## config.mk

```make
export PLATFORM = sky130hd
export DESIGN_NAME = scrolling_tilemap_copy_generator_flat
export DESIGN_NICKNAME = d
export VERILOG_FILES = /design/src/design/tmap_pkg.sv /design/src/design/tmap_if.sv /design/src/design/scrolling_tilemap_copy_generator.sv /design/src/design/tmap_ctrl.sv /design/src/design/tmap_dp.sv /design/src/flat_wrapper.sv
export SDC_FILE = /design/constraint.sdc
export NUM_CORES = 1
export LEC_CHECK = 0
export BUFFER_PORTS_ARGS = -buffer_cell sky130_fd_sc_hd__buf_4
export CAP_MARGIN = 15
export CELL_PAD_IN_SITES_DETAIL_PLACEMENT = 1
export CELL_PAD_IN_SITES_GLOBAL_PLACEMENT = 1
export CORE_MARGIN = 4
export CORE_UTILIZATION = 49
export CTS_BUF_LIST = sky130_fd_sc_hd__clkbuf_4 sky130_fd_sc_hd__clkbuf_8 sky130_fd_sc_hd__clkbuf_16
export DETAILED_ROUTE_END_ITERATION = 7
export PLACE_DENSITY = 0.94
export SLEW_MARGIN = 0
export SYNTH_ARGS = -nofsm -noshare
export SYNTH_HDL_FRONTEND = slang
export SYNTH_SLANG_ARGS = --single-unit
export TNS_END_PERCENT = 5
```

## constraint.sdc

```tcl
create_clock -name clk -period 9.85 [get_ports clk]
set_input_delay 1.4775 -clock clk [delete_from_list [all_inputs] [get_ports clk]]
set_output_delay 1.4775 -clock clk [all_outputs]
set_load 0.03 [all_outputs]
```

## src/design/tmap_pkg.sv

```systemverilog
// Shared types and constants for the scrolling tilemap copy generator.
package tmap_pkg;

  localparam int DEF_WINDOW_TILES    = 32;
  localparam int DEF_MAX_MAP_ENTRIES = 1048576;

  localparam int OP_W        = 2;
  localparam int PIX_W       = 13;
  localparam int TILE_SHIFT  = 3;
  localparam int TILE_W      = 10;
  localparam int COORD_W     = 11;
  localparam int WIDTH_W     = 11;
  localparam int SIZE_W      = 21;
  localparam int SRC_W       = 20;
  localparam int DEST_W      = 10;
  localparam int SRC_FULL_W  = 22;
  localparam int LIMIT_W     = 25;
  localparam int CFG_IDX_W   = 1;
  localparam int CFG_DATA_W  = 21;
  localparam int RECIP_SHIFT = 16;

  localparam logic [WIDTH_W-1:0] MAP_WIDTH_RST = 11'd64;
  localparam logic [SIZE_W-1:0]  MAP_SIZE_RST  = 21'd4096;

  typedef enum logic [OP_W-1:0] {
    OP_SEED = 2'd0,
    OP_MOVE = 2'd1,
    OP_FILL = 2'd2
  } op_t;

  typedef enum logic [CFG_IDX_W-1:0] {
    REG_MAP_WIDTH = 1'b0,
    REG_MAP_SIZE  = 1'b1
  } cfg_reg_t;

  typedef struct packed {
    logic accept;
    logic load;
    logic row;
    logic fix;
    logic emit;
    logic last;
  } tmap_cmd_t;

  typedef struct packed {
    logic col_need;
    logic row_need;
    logic out_free;
  } tmap_stat_t;

endpackage

```

## src/design/tmap_if.sv

```systemverilog
// Valid/ready channel interfaces for camera input and copy results.
interface tmap_in_if import tmap_pkg::*; ();
  logic             valid;
  logic             ready;
  logic [OP_W-1:0]  op;
  logic [PIX_W-1:0] cam_x_pixels;
  logic [PIX_W-1:0] cam_y_pixels;

  modport source(output valid, op, cam_x_pixels, cam_y_pixels, input ready);
  modport sink(input valid, op, cam_x_pixels, cam_y_pixels, output ready);
endinterface

interface tmap_out_if import tmap_pkg::*; ();
  logic              valid;
  logic              ready;
  logic [SRC_W-1:0]  src_index;
  logic [DEST_W-1:0] dest_index;
  logic              beyond_map;
  logic              last_copy;

  modport source(output valid, src_index, dest_index, beyond_map, last_copy, input ready);
  modport sink(input valid, src_index, dest_index, beyond_map, last_copy, output ready);
endinterface

```

## src/design/scrolling_tilemap_copy_generator.sv

```systemverilog
// Top level of the scrolling tilemap copy generator.
//
//   port       dir   kind          carries
//   in_ch      in    valid/ready   op, cam_x_pixels, cam_y_pixels
//   out_ch     out   valid/ready   src_index, dest_index, beyond_map, last_copy
//   cfg_*      in    write only    map_width (index 0), map_size (index 1)
//
// One item at a time. Seed, no-change move and unused op: accept, pick, back to idle.
// Each column or row segment: pick, multiply and mod setup steps, then WINDOW_TILES
// copies at one per cycle unless out_ch stalls; a diagonal move runs column, then row.
// Synchronous active-low reset; config returns to 64 / 4096, position to 0.
// A stalled out_ch holds the copy sequencer; the output register frees in_ch.
module scrolling_tilemap_copy_generator import tmap_pkg::*; #(
  parameter int WINDOW_TILES    = DEF_WINDOW_TILES,
  parameter int MAX_MAP_ENTRIES = DEF_MAX_MAP_ENTRIES
) (
  input  logic                  clk,
  input  logic                  rst_n,
  input  logic                  cfg_we,
  input  logic [CFG_IDX_W-1:0]  cfg_index,
  input  logic [CFG_DATA_W-1:0] cfg_wdata,
  tmap_in_if.sink               in_ch,
  tmap_out_if.source            out_ch
);

  tmap_cmd_t  cmd;
  tmap_stat_t stat;

  tmap_ctrl #(
    .WINDOW_TILES(WINDOW_TILES)
  ) u_ctrl (
    .clk      (clk),
    .rst_n    (rst_n),
    .in_valid (in_ch.valid),
    .in_ready (in_ch.ready),
    .cmd      (cmd),
    .stat     (stat)
  );

  tmap_dp #(
    .WINDOW_TILES    (WINDOW_TILES),
    .MAX_MAP_ENTRIES (MAX_MAP_ENTRIES)
  ) u_dp (
    .clk             (clk),
    .rst_n           (rst_n),
    .cfg_we          (cfg_we),
    .cfg_index       (cfg_index),
    .cfg_wdata       (cfg_wdata),
    .in_op           (in_ch.op),
    .in_cam_x_pixels (in_ch.cam_x_pixels),
    .in_cam_y_pixels (in_ch.cam_y_pixels),
    .cmd             (cmd),
    .stat            (stat),
    .out_ready       (out_ch.ready),
    .out_valid       (out_ch.valid),
    .out_src_index   (out_ch.src_index),
    .out_dest_index  (out_ch.dest_index),
    .out_beyond_map  (out_ch.beyond_map),
    .out_last_copy   (out_ch.last_copy)
  );

endmodule

```

## src/design/tmap_ctrl.sv

```systemverilog
// Sequencer: walks the column and row segments of one input, one copy per cycle while the output is free.
module tmap_ctrl import tmap_pkg::*; #(
  parameter int WINDOW_TILES = DEF_WINDOW_TILES
) (
  input  logic       clk,
  input  logic       rst_n,
  input  logic       in_valid,
  output logic       in_ready,
  output tmap_cmd_t  cmd,
  input  tmap_stat_t stat
);

  localparam int              WIN_W    = $clog2(WINDOW_TILES);
  localparam logic [WIN_W-1:0] WIN_LAST = WIN_W'(WINDOW_TILES - 1);

  typedef enum logic [2:0] {
    S_IDLE,
    S_PICK,
    S_MUL,
    S_MOD,
    S_RUN
  } state_t;

  state_t           state_r, state_nxt;
  logic             seg_row_r, seg_row_nxt;
  logic [WIN_W-1:0] k_r, k_nxt;

  always_comb begin
    state_nxt   = state_r;
    seg_row_nxt = seg_row_r;
    k_nxt       = k_r;
    in_ready    = 1'b0;
    cmd         = '0;
    case (state_r)
      S_IDLE: begin
        in_ready = 1'b1;
        if (in_valid) begin
          cmd.accept  = 1'b1;
          seg_row_nxt = 1'b0;
          state_nxt   = S_PICK;
        end
      end
      S_PICK: begin
        if (!seg_row_r && stat.col_need) begin
          cmd.load  = 1'b1;
          state_nxt = S_MUL;
        end else if (stat.row_need) begin
          cmd.load    = 1'b1;
          cmd.row     = 1'b1;
          seg_row_nxt = 1'b1;
          state_nxt   = S_MUL;
        end else begin
          state_nxt = S_IDLE;
        end
      end
      S_MUL: begin
        state_nxt = S_MOD;
      end
      S_MOD: begin
        cmd.fix   = 1'b1;
        k_nxt     = '0;
        state_nxt = S_RUN;
      end
      S_RUN: begin
        if (stat.out_free) begin
          cmd.emit = 1'b1;
          cmd.last = (k_r == WIN_LAST) && (seg_row_r || !stat.row_need);
          if (k_r == WIN_LAST) begin
            if (seg_row_r) begin
              state_nxt = S_IDLE;
            end else begin
              seg_row_nxt = 1'b1;
              state_nxt   = S_PICK;
            end
          end else begin
            k_nxt = k_r + 1'b1;
          end
        end
      end
      default: begin
        state_nxt = S_IDLE;
      end
    endcase
  end

  always_ff @(posedge clk) begin
    if (!rst_n) begin
      state_r   <= S_IDLE;
      seg_row_r <= 1'b0;
      k_r       <= '0;
    end else begin
      state_r   <= state_nxt;
      seg_row_r <= seg_row_nxt;
      k_r       <= k_nxt;
    end
  end

endmodule

```

## src/design/tmap_dp.sv

```systemverilog
// Datapath: config registers, tile position compare, index arithmetic, output register.
module tmap_dp import tmap_pkg::*; #(
  parameter int WINDOW_TILES    = DEF_WINDOW_TILES,
  parameter int MAX_MAP_ENTRIES = DEF_MAX_MAP_ENTRIES
) (
  input  logic                  clk,
  input  logic                  rst_n,
  input  logic                  cfg_we,
  input  logic [CFG_IDX_W-1:0]  cfg_index,
  input  logic [CFG_DATA_W-1:0] cfg_wdata,
  input  logic [OP_W-1:0]       in_op,
  input  logic [PIX_W-1:0]      in_cam_x_pixels,
  input  logic [PIX_W-1:0]      in_cam_y_pixels,
  input  tmap_cmd_t             cmd,
  output tmap_stat_t            stat,
  input  logic                  out_ready,
  output logic                  out_valid,
  output logic [SRC_W-1:0]      out_src_index,
  output logic [DEST_W-1:0]     out_dest_index,
  output logic                  out_beyond_map,
  output logic                  out_last_copy
);

  localparam int                 WIN_W     = $clog2(WINDOW_TILES);
  localparam logic [WIN_W-1:0]   WIN_LAST  = WIN_W'(WINDOW_TILES - 1);
  localparam logic [COORD_W-1:0] EDGE      = COORD_W'(WINDOW_TILES - 1);
  localparam int                 RECIP     = (1 << RECIP_SHIFT) / WINDOW_TILES;
  localparam int                 RECIP_W   = $clog2(RECIP + 1);
  localparam int                 QPROD_W   = COORD_W + RECIP_W;
  localparam int                 REM_W     = COORD_W + 1;
  localparam int                 DFULL_W   = 2 * WIN_W + DEST_W;
  localparam logic [LIMIT_W-1:0] MAX_LIMIT = LIMIT_W'(MAX_MAP_ENTRIES);

  logic [WIDTH_W-1:0]    map_width_r;
  logic [SIZE_W-1:0]     map_size_r;
  logic [TILE_W-1:0]     prev_x_r, prev_y_r;
  logic [TILE_W-1:0]     tx_r, ty_r;
  logic [COORD_W-1:0]    col_x_r, row_y_r;
  logic                  col_need_r, row_need_r;
  logic [COORD_W-1:0]    seg_x_r, seg_y_r;
  logic                  seg_row_r;
  logic [SRC_FULL_W-1:0] prod_r;
  logic [QPROD_W-1:0]    qx_r, qy_r;
  logic [SRC_FULL_W-1:0] acc_r;
  logic [WIN_W-1:0]      dx_r, dy_r;
  logic                  out_valid_r, out_valid_nxt;
  logic [SRC_W-1:0]      src_r;
  logic [DEST_W-1:0]     dest_r;
  logic                  beyond_r, last_r;

  logic [TILE_W-1:0]     tx, ty;
  logic                  upd_prev, col_need, row_need;
  logic [COORD_W-1:0]    col_x, row_y;
  logic [REM_W-1:0]      rx_est, ry_est, rx, ry;
  logic [DFULL_W-1:0]    dest_full;
  logic                  beyond;

  assign tx = in_cam_x_pixels[PIX_W-1:TILE_SHIFT];
  assign ty = in_cam_y_pixels[PIX_W-1:TILE_SHIFT];

  always_comb begin
    upd_prev = 1'b0;
    col_need = 1'b0;
    row_need = 1'b0;
    row_y    = COORD_W'(ty);
    case (op_t'(in_op))
      OP_SEED: begin
        upd_prev = 1'b1;
      end
      OP_MOVE: begin
        upd_prev = 1'b1;
        col_need = (tx != prev_x_r);
        row_need = (ty != prev_y_r);
        if (ty > prev_y_r) begin
          row_y = COORD_W'(ty) + EDGE;
        end
      end
      OP_FILL: begin
        row_need = 1'b1;
      end
      default: begin
        upd_prev = 1'b0;
      end
    endcase
    col_x = (tx < prev_x_r) ? COORD_W'(tx) : COORD_W'(tx) + EDGE;
  end

  // coordinate mod window size: reciprocal estimate, then one correction
  always_comb begin
    rx_est = REM_W'(seg_x_r)
           - REM_W'(REM_W'(qx_r[QPROD_W-1:RECIP_SHIFT]) * REM_W'(WINDOW_TILES));
    ry_est = REM_W'(seg_y_r)
           - REM_W'(REM_W'(qy_r[QPROD_W-1:RECIP_SHIFT]) * REM_W'(WINDOW_TILES));
    rx = (rx_est >= REM_W'(WINDOW_TILES)) ? rx_est - REM_W'(WINDOW_TILES) : rx_est;
    ry = (ry_est >= REM_W'(WINDOW_TILES)) ? ry_est - REM_W'(WINDOW_TILES) : ry_est;
  end

  assign dest_full = DFULL_W'(DFULL_W'(dy_r) * DFULL_W'(WINDOW_TILES)) + DFULL_W'(dx_r);
  assign beyond    = (acc_r >= SRC_FULL_W'(map_size_r))
                  || (LIMIT_W'(acc_r) >= MAX_LIMIT)
                  || (|acc_r[SRC_FULL_W-1:SRC_W]);

  assign out_valid_nxt = cmd.emit ? 1'b1 : (out_ready ? 1'b0 : out_valid_r);

  always_ff @(posedge clk) begin
    if (!rst_n) begin
      map_width_r <= MAP_WIDTH_RST;
      map_size_r  <= MAP_SIZE_RST;
      prev_x_r    <= '0;
      prev_y_r    <= '0;
      out_valid_r <= 1'b0;
    end else begin
      out_valid_r <= out_valid_nxt;
      if (cfg_we) begin
        case (cfg_reg_t'(cfg_index))
          REG_MAP_WIDTH: map_width_r <= cfg_wdata[WIDTH_W-1:0];
          REG_MAP_SIZE:  map_size_r  <= cfg_wdata[SIZE_W-1:0];
          default:       map_size_r  <= map_size_r;
        endcase
      end
      if (cmd.accept && upd_prev) begin
        prev_x_r <= tx;
        prev_y_r <= ty;
      end
    end
  end

  always_ff @(posedge clk) begin
    if (cmd.accept) begin
      tx_r       <= tx;
      ty_r       <= ty;
      col_x_r    <= col_x;
      row_y_r    <= row_y;
      col_need_r <= col_need;
      row_need_r <= row_need;
    end
    if (cmd.load) begin
      seg_x_r   <= cmd.row ? COORD_W'(tx_r) : col_x_r;
      seg_y_r   <= cmd.row ? row_y_r : COORD_W'(ty_r);
      seg_row_r <= cmd.row;
    end
    prod_r <= SRC_FULL_W'(seg_y_r) * SRC_FULL_W'(map_width_r);
    qx_r   <= QPROD_W'(seg_x_r) * QPROD_W'(RECIP);
    qy_r   <= QPROD_W'(seg_y_r) * QPROD_W'(RECIP);
    if (cmd.fix) begin
      acc_r <= prod_r + SRC_FULL_W'(seg_x_r);
      dx_r  <= rx[WIN_W-1:0];
      dy_r  <= ry[WIN_W-1:0];
    end else if (cmd.emit) begin
      if (seg_row_r) begin
        acc_r <= acc_r + SRC_FULL_W'(1);
        dx_r  <= (dx_r == WIN_LAST) ? '0 : dx_r + 1'b1;
      end else begin
        acc_r <= acc_r + SRC_FULL_W'(map_width_r);
        dy_r  <= (dy_r == WIN_LAST) ? '0 : dy_r + 1'b1;
      end
    end
    if (cmd.emit) begin
      src_r    <= acc_r[SRC_W-1:0];
      dest_r   <= dest_full[DEST_W-1:0];
      beyond_r <= beyond;
      last_r   <= cmd.last;
    end
  end

  assign stat.col_need = col_need_r;
  assign stat.row_need = row_need_r;
  assign stat.out_free = !out_valid_r || out_ready;

  assign out_valid      = out_valid_r;
  assign out_src_index  = src_r;
  assign out_dest_index = dest_r;
  assign out_beyond_map = beyond_r;
  assign out_last_copy  = last_r;

endmodule
```

## src/flat_wrapper.sv

```systemverilog
// flat-port wrapper written by rule: the top's interface ports become plain ports
module scrolling_tilemap_copy_generator_flat import tmap_pkg::*;
#(
  parameter int WINDOW_TILES    = DEF_WINDOW_TILES,
  parameter int MAX_MAP_ENTRIES = DEF_MAX_MAP_ENTRIES
)
  (clk, rst_n, cfg_we, cfg_index, cfg_wdata, in_ch_valid, in_ch_op, in_ch_cam_x_pixels, in_ch_cam_y_pixels, in_ch_ready, out_ch_valid, out_ch_src_index, out_ch_dest_index, out_ch_beyond_map, out_ch_last_copy, out_ch_ready);
  tmap_in_if in_ch_i ();
  tmap_out_if out_ch_i ();
  input  logic clk;
  input  logic rst_n;
  input  logic cfg_we;
  input  logic [CFG_IDX_W-1:0] cfg_index;
  input  logic [CFG_DATA_W-1:0] cfg_wdata;
  input wire logic [$bits(in_ch_i.valid)-1:0] in_ch_valid;
  input wire logic [$bits(in_ch_i.op)-1:0] in_ch_op;
  input wire logic [$bits(in_ch_i.cam_x_pixels)-1:0] in_ch_cam_x_pixels;
  input wire logic [$bits(in_ch_i.cam_y_pixels)-1:0] in_ch_cam_y_pixels;
  output wire logic [$bits(in_ch_i.ready)-1:0] in_ch_ready;
  output wire logic [$bits(out_ch_i.valid)-1:0] out_ch_valid;
  output wire logic [$bits(out_ch_i.src_index)-1:0] out_ch_src_index;
  output wire logic [$bits(out_ch_i.dest_index)-1:0] out_ch_dest_index;
  output wire logic [$bits(out_ch_i.beyond_map)-1:0] out_ch_beyond_map;
  output wire logic [$bits(out_ch_i.last_copy)-1:0] out_ch_last_copy;
  input wire logic [$bits(out_ch_i.ready)-1:0] out_ch_ready;
  assign in_ch_i.valid = in_ch_valid;
  assign in_ch_i.op = in_ch_op;
  assign in_ch_i.cam_x_pixels = in_ch_cam_x_pixels;
  assign in_ch_i.cam_y_pixels = in_ch_cam_y_pixels;
  assign in_ch_ready = in_ch_i.ready;
  assign out_ch_valid = out_ch_i.valid;
  assign out_ch_src_index = out_ch_i.src_index;
  assign out_ch_dest_index = out_ch_i.dest_index;
  assign out_ch_beyond_map = out_ch_i.beyond_map;
  assign out_ch_last_copy = out_ch_i.last_copy;
  assign out_ch_i.ready = out_ch_ready;
  scrolling_tilemap_copy_generator #(.WINDOW_TILES(WINDOW_TILES), .MAX_MAP_ENTRIES(MAX_MAP_ENTRIES)) u_core (.clk(clk), .rst_n(rst_n), .cfg_we(cfg_we), .cfg_index(cfg_index), .cfg_wdata(cfg_wdata), .in_ch(in_ch_i), .out_ch(out_ch_i));
endmodule
```

==> reports/results.tsv, run 1 <==
stage	metric	value	unit
route	antenna-violating nets left	0	
worst_setup_path	depth of the worst register-to-register path	17	
die	I/O pin cnt	89	
worst_setup_path	CP Max Fanout	12	
power_and_ir_drop	Int Pwr	2.10	mW
clock_tree	Inserted Clock Buffers	24	
job	number of max-cap violations	0	
global_route	total congestion overflow	0	
sta	final worst hold slack	0.464	ns
sta	min Tclk post-route	5.73	ns
worst_hold_path	Hold Crit Depth	2	
power_and_ir_drop	leakage power summed over all cells	7.02	nW
clock_tree	Skew-Pair Late Insertion Delay	0.56	ns
die	placeable core region	29000	sq um
synthesis	synthesized area divided by synthesized cell count	9.62	sq um
power_and_ir_drop	part of the total power dissipated in sequential elements	0.386	
synthesis	post-synthesis instance total	1514	
synthesis	flip-flop and latch count after synthesis	215	
synthesis	fraction of registers with async set or reset after synthesis	0	
sta	maximum clock skew at final layout	0.0333	ns
power_and_ir_drop	worst supply voltage drop on vdd	156	uV
worst_setup_path	delay contributed by the slowest stage of the critical path	0.65	ns
synthesis	post-synthesis sequential area ratio	0.386	
clock_tree	number of sinks handled by clock tree synthesis	215	
global_route	global-route wire length before repair	72900	microns
power_and_ir_drop	proportion of total power due to net switching	0.371	
layout	Filler Cells Inserted	3251	
power_and_ir_drop	relative contribution of the clock network to total power	0.284	
clock_tree	cell chosen for the clock root	sky130_fd_sc_hd__clkbuf_16	
sta	fraction of the cycle the final worst path needs	0.582	
placed_design	pre-CTS worst setup slack	4.25	ns
sta	relative slew slack	0.199	
route	Vias/cell	6.03	
route	number of design rule violations left after detail routing	0	
sta	final setup fails	0	
sta	unrepaired setup endpoints after global routing	no	
layout	Final nets	1848	
layout	number of standard cells in the final layout excluding fillers	1978	
worst_setup_path	Critical Path Sink Type	flop	
clock_tree	PostCTS Resize Cnt	0	
placed_design	number of placed cells counting well taps	1934	
die	die footprint	32500	sq um
power_and_ir_drop	net switching power	1.24	mW
clock_tree	H-tree lvl count	1	
sta	Achievable Freq	174	MHz
route	iteration-0 DRC count of the detailed router	886	
synthesis	yosys synthesis warning count	0	
route	WL/cell	23.6	microns
global_route	number of antenna violations at the first check in global routing	0	
die	height of the chip	180	microns
layout	total inserted antenna cells	0	
synthesis	number of enable flip-flop cells after synthesis	131	
layout	share of cells above drive strength 1	0.0985	
worst_setup_path	WP data arrival	6.15	ns
clock_tree	hold buffer count at cts	0	
placed_design	sum of net half-perimeters after detailed placement	32400	microns
die	number of rows created at floorplan	62	
clock_tree	number of buffers on the longest clock path	3	
sta	Worst Slack Setup Final	4.12	ns
sta	total count of max-transition violations in the final report	0	
worst_setup_path	worst path cell trace	and2_1, fa_1, inv_1, fa_1, inv_1, fa_1, fa_1, inv_1, fa_1, inv_1, ha_1, a21oi_1, o21ai_0, a22o_1, a211oi_1, o21bai_1, xnor2_1	
die	horizontal die dimension	180	microns
worst_setup_path	worst-path cell with the longest stage delay	sky130_fd_sc_hd__edfxtp_1	
synthesis	number of nets in the synthesized netlist	1785	
worst_setup_path	path type of the worst setup path	flop to flop	
route	overall via count from detail_route	11920	
placed_design	RD Place Congestion	0.875	
synthesis	total standard cell area after synthesis	14600	sq um
sta	final count of hold timing violations	0	
sta	slew at the pin with the worst max-slew slack	1.20	ns
power_and_ir_drop	power density over cell area	204	nW/um^2
worst_hold_path	path class of the lowest-slack min-delay path	flop to flop	
die	effective utilization at floorplan	0.502	
synthesis	Synth Flop Type	sky130_fd_sc_hd__edfxtp_1	
clock_tree	clock tree from TritonCTS	done	
clock_tree	post-CTS setup repair buffer count	0	
route	Routed WL	46700	microns
route	first-pass iteration count of the detailed router	5	
run_status	run status	complete, no violations	
clock_tree	clock-pin slew reported for the worst setup and hold paths after clock tree synthesis	0.07	ns
worst_setup_path	endpoint required time on the critical path	10.27	ns
global_route	Global Route Usage Sum	0.277	
global_route	via count of the first global-routing pass	13390	
global_route	pin count of the biggest net entering global routing	58	
layout	final core utilization	0.564	
sta	TNS Setup	0	ns
power_and_ir_drop	part of the power in combinational logic	0.330	
worst_setup_path	most numerous cell on the critical path	sky130_fd_sc_hd__fa_1	
worst_setup_path	Startpoint Class	flop	
layout	area growth from synthesis to final layout	12.3	%
placed_design	number of port buffers	82	
synthesis	count of distinct cell types in the synthesized netlist	72	
==> cell usage after synthesis, types with 4 or more instances <==
cell | instances | area, sq um
sky130_fd_sc_hd__nand2_1 | 302 | 1130
sky130_fd_sc_hd__inv_1 | 169 | 634
sky130_fd_sc_hd__ha_1 | 134 | 1680
sky130_fd_sc_hd__edfxtp_1 | 131 | 3930
sky130_fd_sc_hd__a21oi_1 | 102 | 510
sky130_fd_sc_hd__dfxtp_1 | 84 | 1680
sky130_fd_sc_hd__fa_1 | 82 | 1640
sky130_fd_sc_hd__nor2_1 | 51 | 191
sky130_fd_sc_hd__and2_1 | 48 | 300
sky130_fd_sc_hd__clkbuf_1 | 45 | 169
sky130_fd_sc_hd__xnor2_1 | 40 | 350
sky130_fd_sc_hd__o21ai_0 | 35 | 175
sky130_fd_sc_hd__xor2_1 | 30 | 263
sky130_fd_sc_hd__nand3_1 | 24 | 120
sky130_fd_sc_hd__a21o_1 | 22 | 165
sky130_fd_sc_hd__nor2b_1 | 18 | 113
sky130_fd_sc_hd__mux2i_1 | 14 | 140
sky130_fd_sc_hd__a211oi_1 | 12 | 90.1
sky130_fd_sc_hd__nand4_1 | 12 | 75.1
sky130_fd_sc_hd__nor3_1 | 12 | 60.1
sky130_fd_sc_hd__o21a_1 | 11 | 82.6
sky130_fd_sc_hd__and3_1 | 10 | 62.6
sky130_fd_sc_hd__nand2b_1 | 8 | 50.1
sky130_fd_sc_hd__a31oi_1 | 7 | 43.8
sky130_fd_sc_hd__o21bai_1 | 7 | 52.6
sky130_fd_sc_hd__o31ai_1 | 7 | 52.6
sky130_fd_sc_hd__buf_1 | 6 | 22.5
sky130_fd_sc_hd__o211ai_1 | 6 | 45.0
sky130_fd_sc_hd__a211o_1 | 5 | 43.8
sky130_fd_sc_hd__nand3b_1 | 5 | 37.5
sky130_fd_sc_hd__or3_1 | 5 | 31.3
sky130_fd_sc_hd__buf_2 | 4 | 20.0
sky130_fd_sc_hd__nor3b_1 | 4 | 30.0
sky130_fd_sc_hd__nor4_1 | 4 | 25.0
sky130_fd_sc_hd__o21ai_1 | 4 | 20.0
sky130_fd_sc_hd__o31a_1 | 4 | 35.0
==> path summary, 6_finish.rpt <==
path	startpoint	to	slack (ns)
setup / recovery	u_core.u_dp.seg_y_r[3]	u_core.u_dp.prod_r[21]	4.12
hold / removal	u_core.u_dp.prev_x_r[9]	u_core.u_dp.prev_x_r[9]	0.46
setup reg to reg	u_core.u_dp.seg_y_r[3]	u_core.u_dp.prod_r[21]	4.12
hold reg to reg	u_core.u_dp.prev_x_r[9]	u_core.u_dp.prev_x_r[9]	0.46
==> cells by family (layout without fill, tap and decap cells) <==
family	after synthesis	count (layout)	synth area share
XOR/XNOR	70	70	0.0421
buffers and inverters	224	304	0.0581
AO/OA/AOI/OAI	255	255	0.113
adder cells (fa/ha/maj)	216	216	0.228
AND/OR/NAND/NOR	520	520	0.164
flip-flops	215	215	0.386
multiplexers	14	14	0.00962
==> through the flow <==
step	power, mW	cell area, sq um
after floorplan	1.98	14600
after global placement	2.23	15500
after detailed placement	2.35	15500
after CTS	3.33	16300
after global routing	3.51	16400
final	3.34	16400
==> critical path, delay by kind of cell (launching register included) <==
kind            cells  cell delay (ns)
flops               1             0.65
compound gates      5             1.31
simple gates        1             0.30
buf+inv             4             0.22
fa+ha+maj           6             2.97
xor+xnor            1             0.13
==> layout by cell type (no fill, tap or decap), types with 8 or more instances in the layout <==
cell type	instances
sky130_fd_sc_hd__a211oi_1	12
sky130_fd_sc_hd__a21o_1	22
sky130_fd_sc_hd__a21oi_1	102
sky130_fd_sc_hd__and2_1	48
sky130_fd_sc_hd__and3_1	10
sky130_fd_sc_hd__buf_4	91
sky130_fd_sc_hd__clkbuf_16	24
sky130_fd_sc_hd__dfxtp_1	84
sky130_fd_sc_hd__edfxtp_1	131
sky130_fd_sc_hd__fa_1	82
sky130_fd_sc_hd__ha_1	134
sky130_fd_sc_hd__inv_1	168
sky130_fd_sc_hd__mux2i_1	14
sky130_fd_sc_hd__nand2_1	302
sky130_fd_sc_hd__nand2b_1	8
sky130_fd_sc_hd__nand3_1	24
sky130_fd_sc_hd__nand4_1	12
sky130_fd_sc_hd__nor2_1	51
sky130_fd_sc_hd__nor2b_1	18
sky130_fd_sc_hd__nor3_1	12
sky130_fd_sc_hd__o21a_1	11
sky130_fd_sc_hd__o21ai_0	34
sky130_fd_sc_hd__xnor2_1	40
sky130_fd_sc_hd__xor2_1	30
==> power by group through the flow <==
stage	clock network [mW]	logic, mW	registers [mW]
2_1_floorplan	0	0.732	1.25
3_3_place_gp	0	0.951	1.28
3_5_place_dp	0	1.05	1.30
4_1_cts	0.953	1.09	1.28
5_1_grt	1.00	1.21	1.30
6_report	0.948	1.10	1.29
==> area by class of cell <==
type,count,area [sq um],share of cell area
flip-flops and latches,215,5620,0.343
inverters,169,634,0.0388
multi-input cells,1075,8100,0.495
clock inverters,10,125,0.00765
clock buffers,33,699,0.0428
repair buffers,92,694,0.0425
well taps,384,480,0.0294
==> routing by layer <==
metal  GRT usage  wire length, microns
met5           0                     0
met1       0.304                 16600
met4       0.146                  3030
met3      0.0440                  2800
met2       0.514                 24200
==> flip-flops by register name, indices dropped and copies added (netlist names), 11 cells and up <==
register / cells
u_core.u_dp.col_x_r: 11
u_core.u_dp.map_width_r: 11
u_core.u_dp.seg_x_r: 11
u_core.u_dp.prod_r: 22
u_core.u_dp.acc_r: 22
u_core.u_dp.map_size_r: 21
u_core.u_dp.row_y_r: 11
u_core.u_dp.seg_y_r: 11
u_core.u_dp.out_src_index: 20
(Power assumes the default switching activity.)
==> inputs of run 2 (changes only) <==
Settings changed: CORE_UTILIZATION 49 to 44, PLACE_DENSITY 0.94 to 0.89.
Clock period 9.85 ns to 4.6 ns, I/O delays scaled along.
==> reports/results.tsv, run 2 (synthesis gave the netlist of run 1 again) <==
stage	metric	value	unit	change
layout	leading cell type in the layout, fill and taps excluded	sky130_fd_sc_hd__nand2_1		unchanged
worst_setup_path	worst-path cell with the longest stage delay	sky130_fd_sc_hd__fa_1		was sky130_fd_sc_hd__edfxtp_1
placed_design	number of placed cells counting well taps	2065		was 1934
clock_tree	H-tree lvl count	1		unchanged
sta	total count of max-transition violations in the final report	0		unchanged
layout	most used cells in the layout excluding fill and tap cells	sky130_fd_sc_hd__nand2_1, sky130_fd_sc_hd__buf_4, sky130_fd_sc_hd__inv_1		was sky130_fd_sc_hd__nand2_1, sky130_fd_sc_hd__inv_1, sky130_fd_sc_hd__ha_1
clock_tree	Inserted Clock Buffers	25		was 24
worst_setup_path	Critical Path Sink Type	flop		unchanged
die	die footprint	36100	sq um	was 32500 sq um
worst_setup_path	Startpoint Class	flop		unchanged
route	overall via count from detail_route	12296		was 11920
sta	min Tclk post-route	4.91	ns	was 5.73 ns
sta	final count of hold timing violations	0		unchanged
global_route	total congestion overflow	0		unchanged
die	height of the chip	190	microns	was 180 microns
route	Routed WL	49400	microns	was 46700 microns
clock_tree	number of sinks handled by clock tree synthesis	215		unchanged
route	antenna-violating nets left	0		unchanged
sta	relative slew slack	0.243		was 0.199
worst_setup_path	endpoint required time on the critical path	5.03	ns	was 10.27 ns
clock_tree	clock-pin slew reported for the worst setup and hold paths after clock tree synthesis	0.07	ns	about the same
sta	Achievable Freq	204	MHz	was 174 MHz
clock_tree	Skew-Pair Late Insertion Delay	0.55	ns	was 0.56 ns
worst_setup_path	WP data arrival	5.34	ns	was 6.15 ns
worst_setup_path	buffering stage count on the worst path with inverters included	5		was 4
worst_setup_path	most numerous cell on the critical path	sky130_fd_sc_hd__fa_1		unchanged
run_status	run status	finished with violations		was complete, no violations
layout	final core utilization	0.537		was 0.564
route	number of design rule violations left after detail routing	0		unchanged
sta	unrepaired setup endpoints after global routing	yes		was no
power_and_ir_drop	power density over cell area	441	nW/um^2	was 204 nW/um^2
layout	share of cells above drive strength 1	0.178		was 0.0985
worst_hold_path	path class of the lowest-slack min-delay path	input pin to flop		was flop to flop
placed_design	RD Place Congestion	0.908		was 0.875
global_route	global-route wire length before repair	72400	microns	was 72900 microns
global_route	number of antenna violations at the first check in global routing	0		unchanged
run_status	violated checks	setup timing		
layout	post-route cell area	17500	sq um	was 16400 sq um
sta	slew at the pin with the worst max-slew slack	1.14	ns	was 1.20 ns
sta	final setup fails	10		was 0
clock_tree	clock tree from TritonCTS	done		unchanged
power_and_ir_drop	post-layout total power	7.72	mW	was 3.34 mW
sta	maximum clock skew at final layout	0.0225	ns	was 0.0333 ns
die	placeable core region	32600	sq um	was 29000 sq um
worst_setup_path	delay contributed by the slowest stage of the critical path	0.50	ns	was 0.65 ns
power_and_ir_drop	worst supply voltage drop on vdd	424	uV	was 156 uV
die	number of rows created at floorplan	66		was 62
die	effective utilization at floorplan	0.446		was 0.502
placed_design	number of port buffers	82		unchanged
global_route	pin count of the biggest net entering global routing	46		was 58
clock_tree	hold buffer count at cts	0		unchanged
sta	fraction of the cycle the final worst path needs	1.07		was 0.582
worst_setup_path	kind of cell adding the most delay to the critical path	adder cells		unchanged
clock_tree	number of buffers on the longest clock path	3		unchanged
global_route	via count of the first global-routing pass	13456		was 13390
power_and_ir_drop	leakage power summed over all cells	7.50	nW	was 7.02 nW
worst_setup_path	worst path cell trace	buf_6, buf_4, nand2_2, fa_1, inv_1, fa_1, fa_2, fa_1, inv_1, fa_1, inv_2, ha_4, and3_4, a21oi_2, o21ai_2, or4_4, a41o_1, xnor2_1		was and2_1, fa_1, inv_1, fa_1, inv_1, fa_1, fa_1, inv_1, fa_1, inv_1, ha_1, a21oi_1, o21ai_0, a22o_1, a211oi_1, o21bai_1, xnor2_1
layout	number of standard cells in the final layout excluding fillers	2130		was 1978
worst_setup_path	CP Max Fanout	4		was 12
die	I/O pin cnt	89		unchanged
layout	Final nets	1939		was 1848
job	number of max-cap violations	0		unchanged
route	Vias/cell	5.77		was 6.03
layout	Largest regs	u_core.u_dp.acc_r: 22 flops, u_core.u_dp.prod_r: 22 flops, u_core.u_dp.map_size_r: 21 flops		unchanged
clock_tree	cell chosen for the clock root	sky130_fd_sc_hd__clkbuf_16		unchanged
layout	area growth from synthesis to final layout	20.2	%	was 12.3%
placed_design	sum of net half-perimeters after detailed placement	33200	microns	was 32400 microns
sta	Worst Slack Setup Final	-0.312	ns	was 4.12 ns
die	horizontal die dimension	190	microns	was 180 microns
global_route	Global Route Usage Sum	0.250		was 0.277
sta	TNS Setup	-1.64	ns	was 0 ns
route	WL/cell	23.2	microns	was 23.6 microns
route	iteration-0 DRC count of the detailed router	971		was 886
route	first-pass iteration count of the detailed router	5		unchanged
placed_design	pre-CTS worst setup slack	-0.361	ns	was 4.25 ns
worst_setup_path	path type of the worst setup path	flop to flop		unchanged
placed_design	instance area after placement	16200	sq um	was 15500 sq um
sta	final worst hold slack	0.369	ns	was 0.464 ns
## run 2: cell types whose count changed in the layout (fill, tap and decap cells not counted), moves of 7 or more
cell,change
sky130_fd_sc_hd__nand2_2,+9
sky130_fd_sc_hd__dfxtp_1,-7
sky130_fd_sc_hd__ha_1,-14
sky130_fd_sc_hd__buf_4,+80
sky130_fd_sc_hd__buf_6,+8
sky130_fd_sc_hd__ha_4,+13
sky130_fd_sc_hd__nand2_1,-9
## run 2: repair_timing
action                                  CTS  global route
endpoints found under the setup margin   13            14
pin swaps                                16            33
resized for setup                        20            40
setup buffers                             7             9
## run 2: final timing paths
path | start | end | slack (ns) | depth (start not counted)
worst max register to register | u_core.u_dp.seg_y_r[8] | u_core.u_dp.prod_r[20] | -0.31 | 18
worst min-delay path | in_ch_cam_x_pixels[3] | u_core.u_dp.tx_r[0] | 0.37 | 1
worst min register to register | u_core.u_dp.prev_y_r[6] | u_core.u_dp.prev_y_r[6] | 0.45 | 2
worst max-delay path | u_core.u_dp.seg_y_r[8] | u_core.u_dp.prod_r[20] | -0.31 | 18
## run 2: layout make-up
class | instances | area, sq um
multi-input cells | 1075 | 8400
fillers | 3627 | 15100
repair buffers | 182 | 1430
clock inverters | 12 | 143
flip-flops and latches | 215 | 5630
diodes | 1 | 2.50
inverters | 169 | 634
well taps | 442 | 553
clock buffers | 34 | 706
## run 2: power by group
part | internal (mW) | total (mW) | switching, mW
sequential | 2.44 | 2.69 | 0.251
clock | 1.25 | 2.09 | 0.842
combinational | 1.21 | 2.94 | 1.73
total | 4.90 | 7.72 | 2.82
## run 2: worst register-to-register path, cell delays in order, from the launching register on
cell and delay [ns]:
sky130_fd_sc_hd__edfxtp_1 0.47, sky130_fd_sc_hd__buf_6 0.16, sky130_fd_sc_hd__buf_4 0.12, sky130_fd_sc_hd__nand2_2 0.06, sky130_fd_sc_hd__fa_1 0.41, sky130_fd_sc_hd__inv_1 0.11
sky130_fd_sc_hd__fa_1 0.48, sky130_fd_sc_hd__fa_2 0.49, sky130_fd_sc_hd__fa_1 0.49, sky130_fd_sc_hd__inv_1 0.05, sky130_fd_sc_hd__fa_1 0.50, sky130_fd_sc_hd__inv_2 0.05
sky130_fd_sc_hd__ha_4 0.22, sky130_fd_sc_hd__and3_4 0.19, sky130_fd_sc_hd__a21oi_2 0.15, sky130_fd_sc_hd__o21ai_2 0.08, sky130_fd_sc_hd__or4_4 0.43, sky130_fd_sc_hd__a41o_1 0.21
sky130_fd_sc_hd__xnor2_1 0.12
## run 2: routing by layer
| layer | GRT usage | vias to the layer above | routed length [microns] |
|---|---|---|---|
| li1 | - | 5406 | - |
| met5 | 0 | - | 0 |
| met1 | 0.287 | 6143 | 18100 |
| met3 | 0.0268 | 200 | 2530 |
| met2 | 0.480 | 547 | 26200 |
| met4 | 0.0888 | 0 | 2610 |
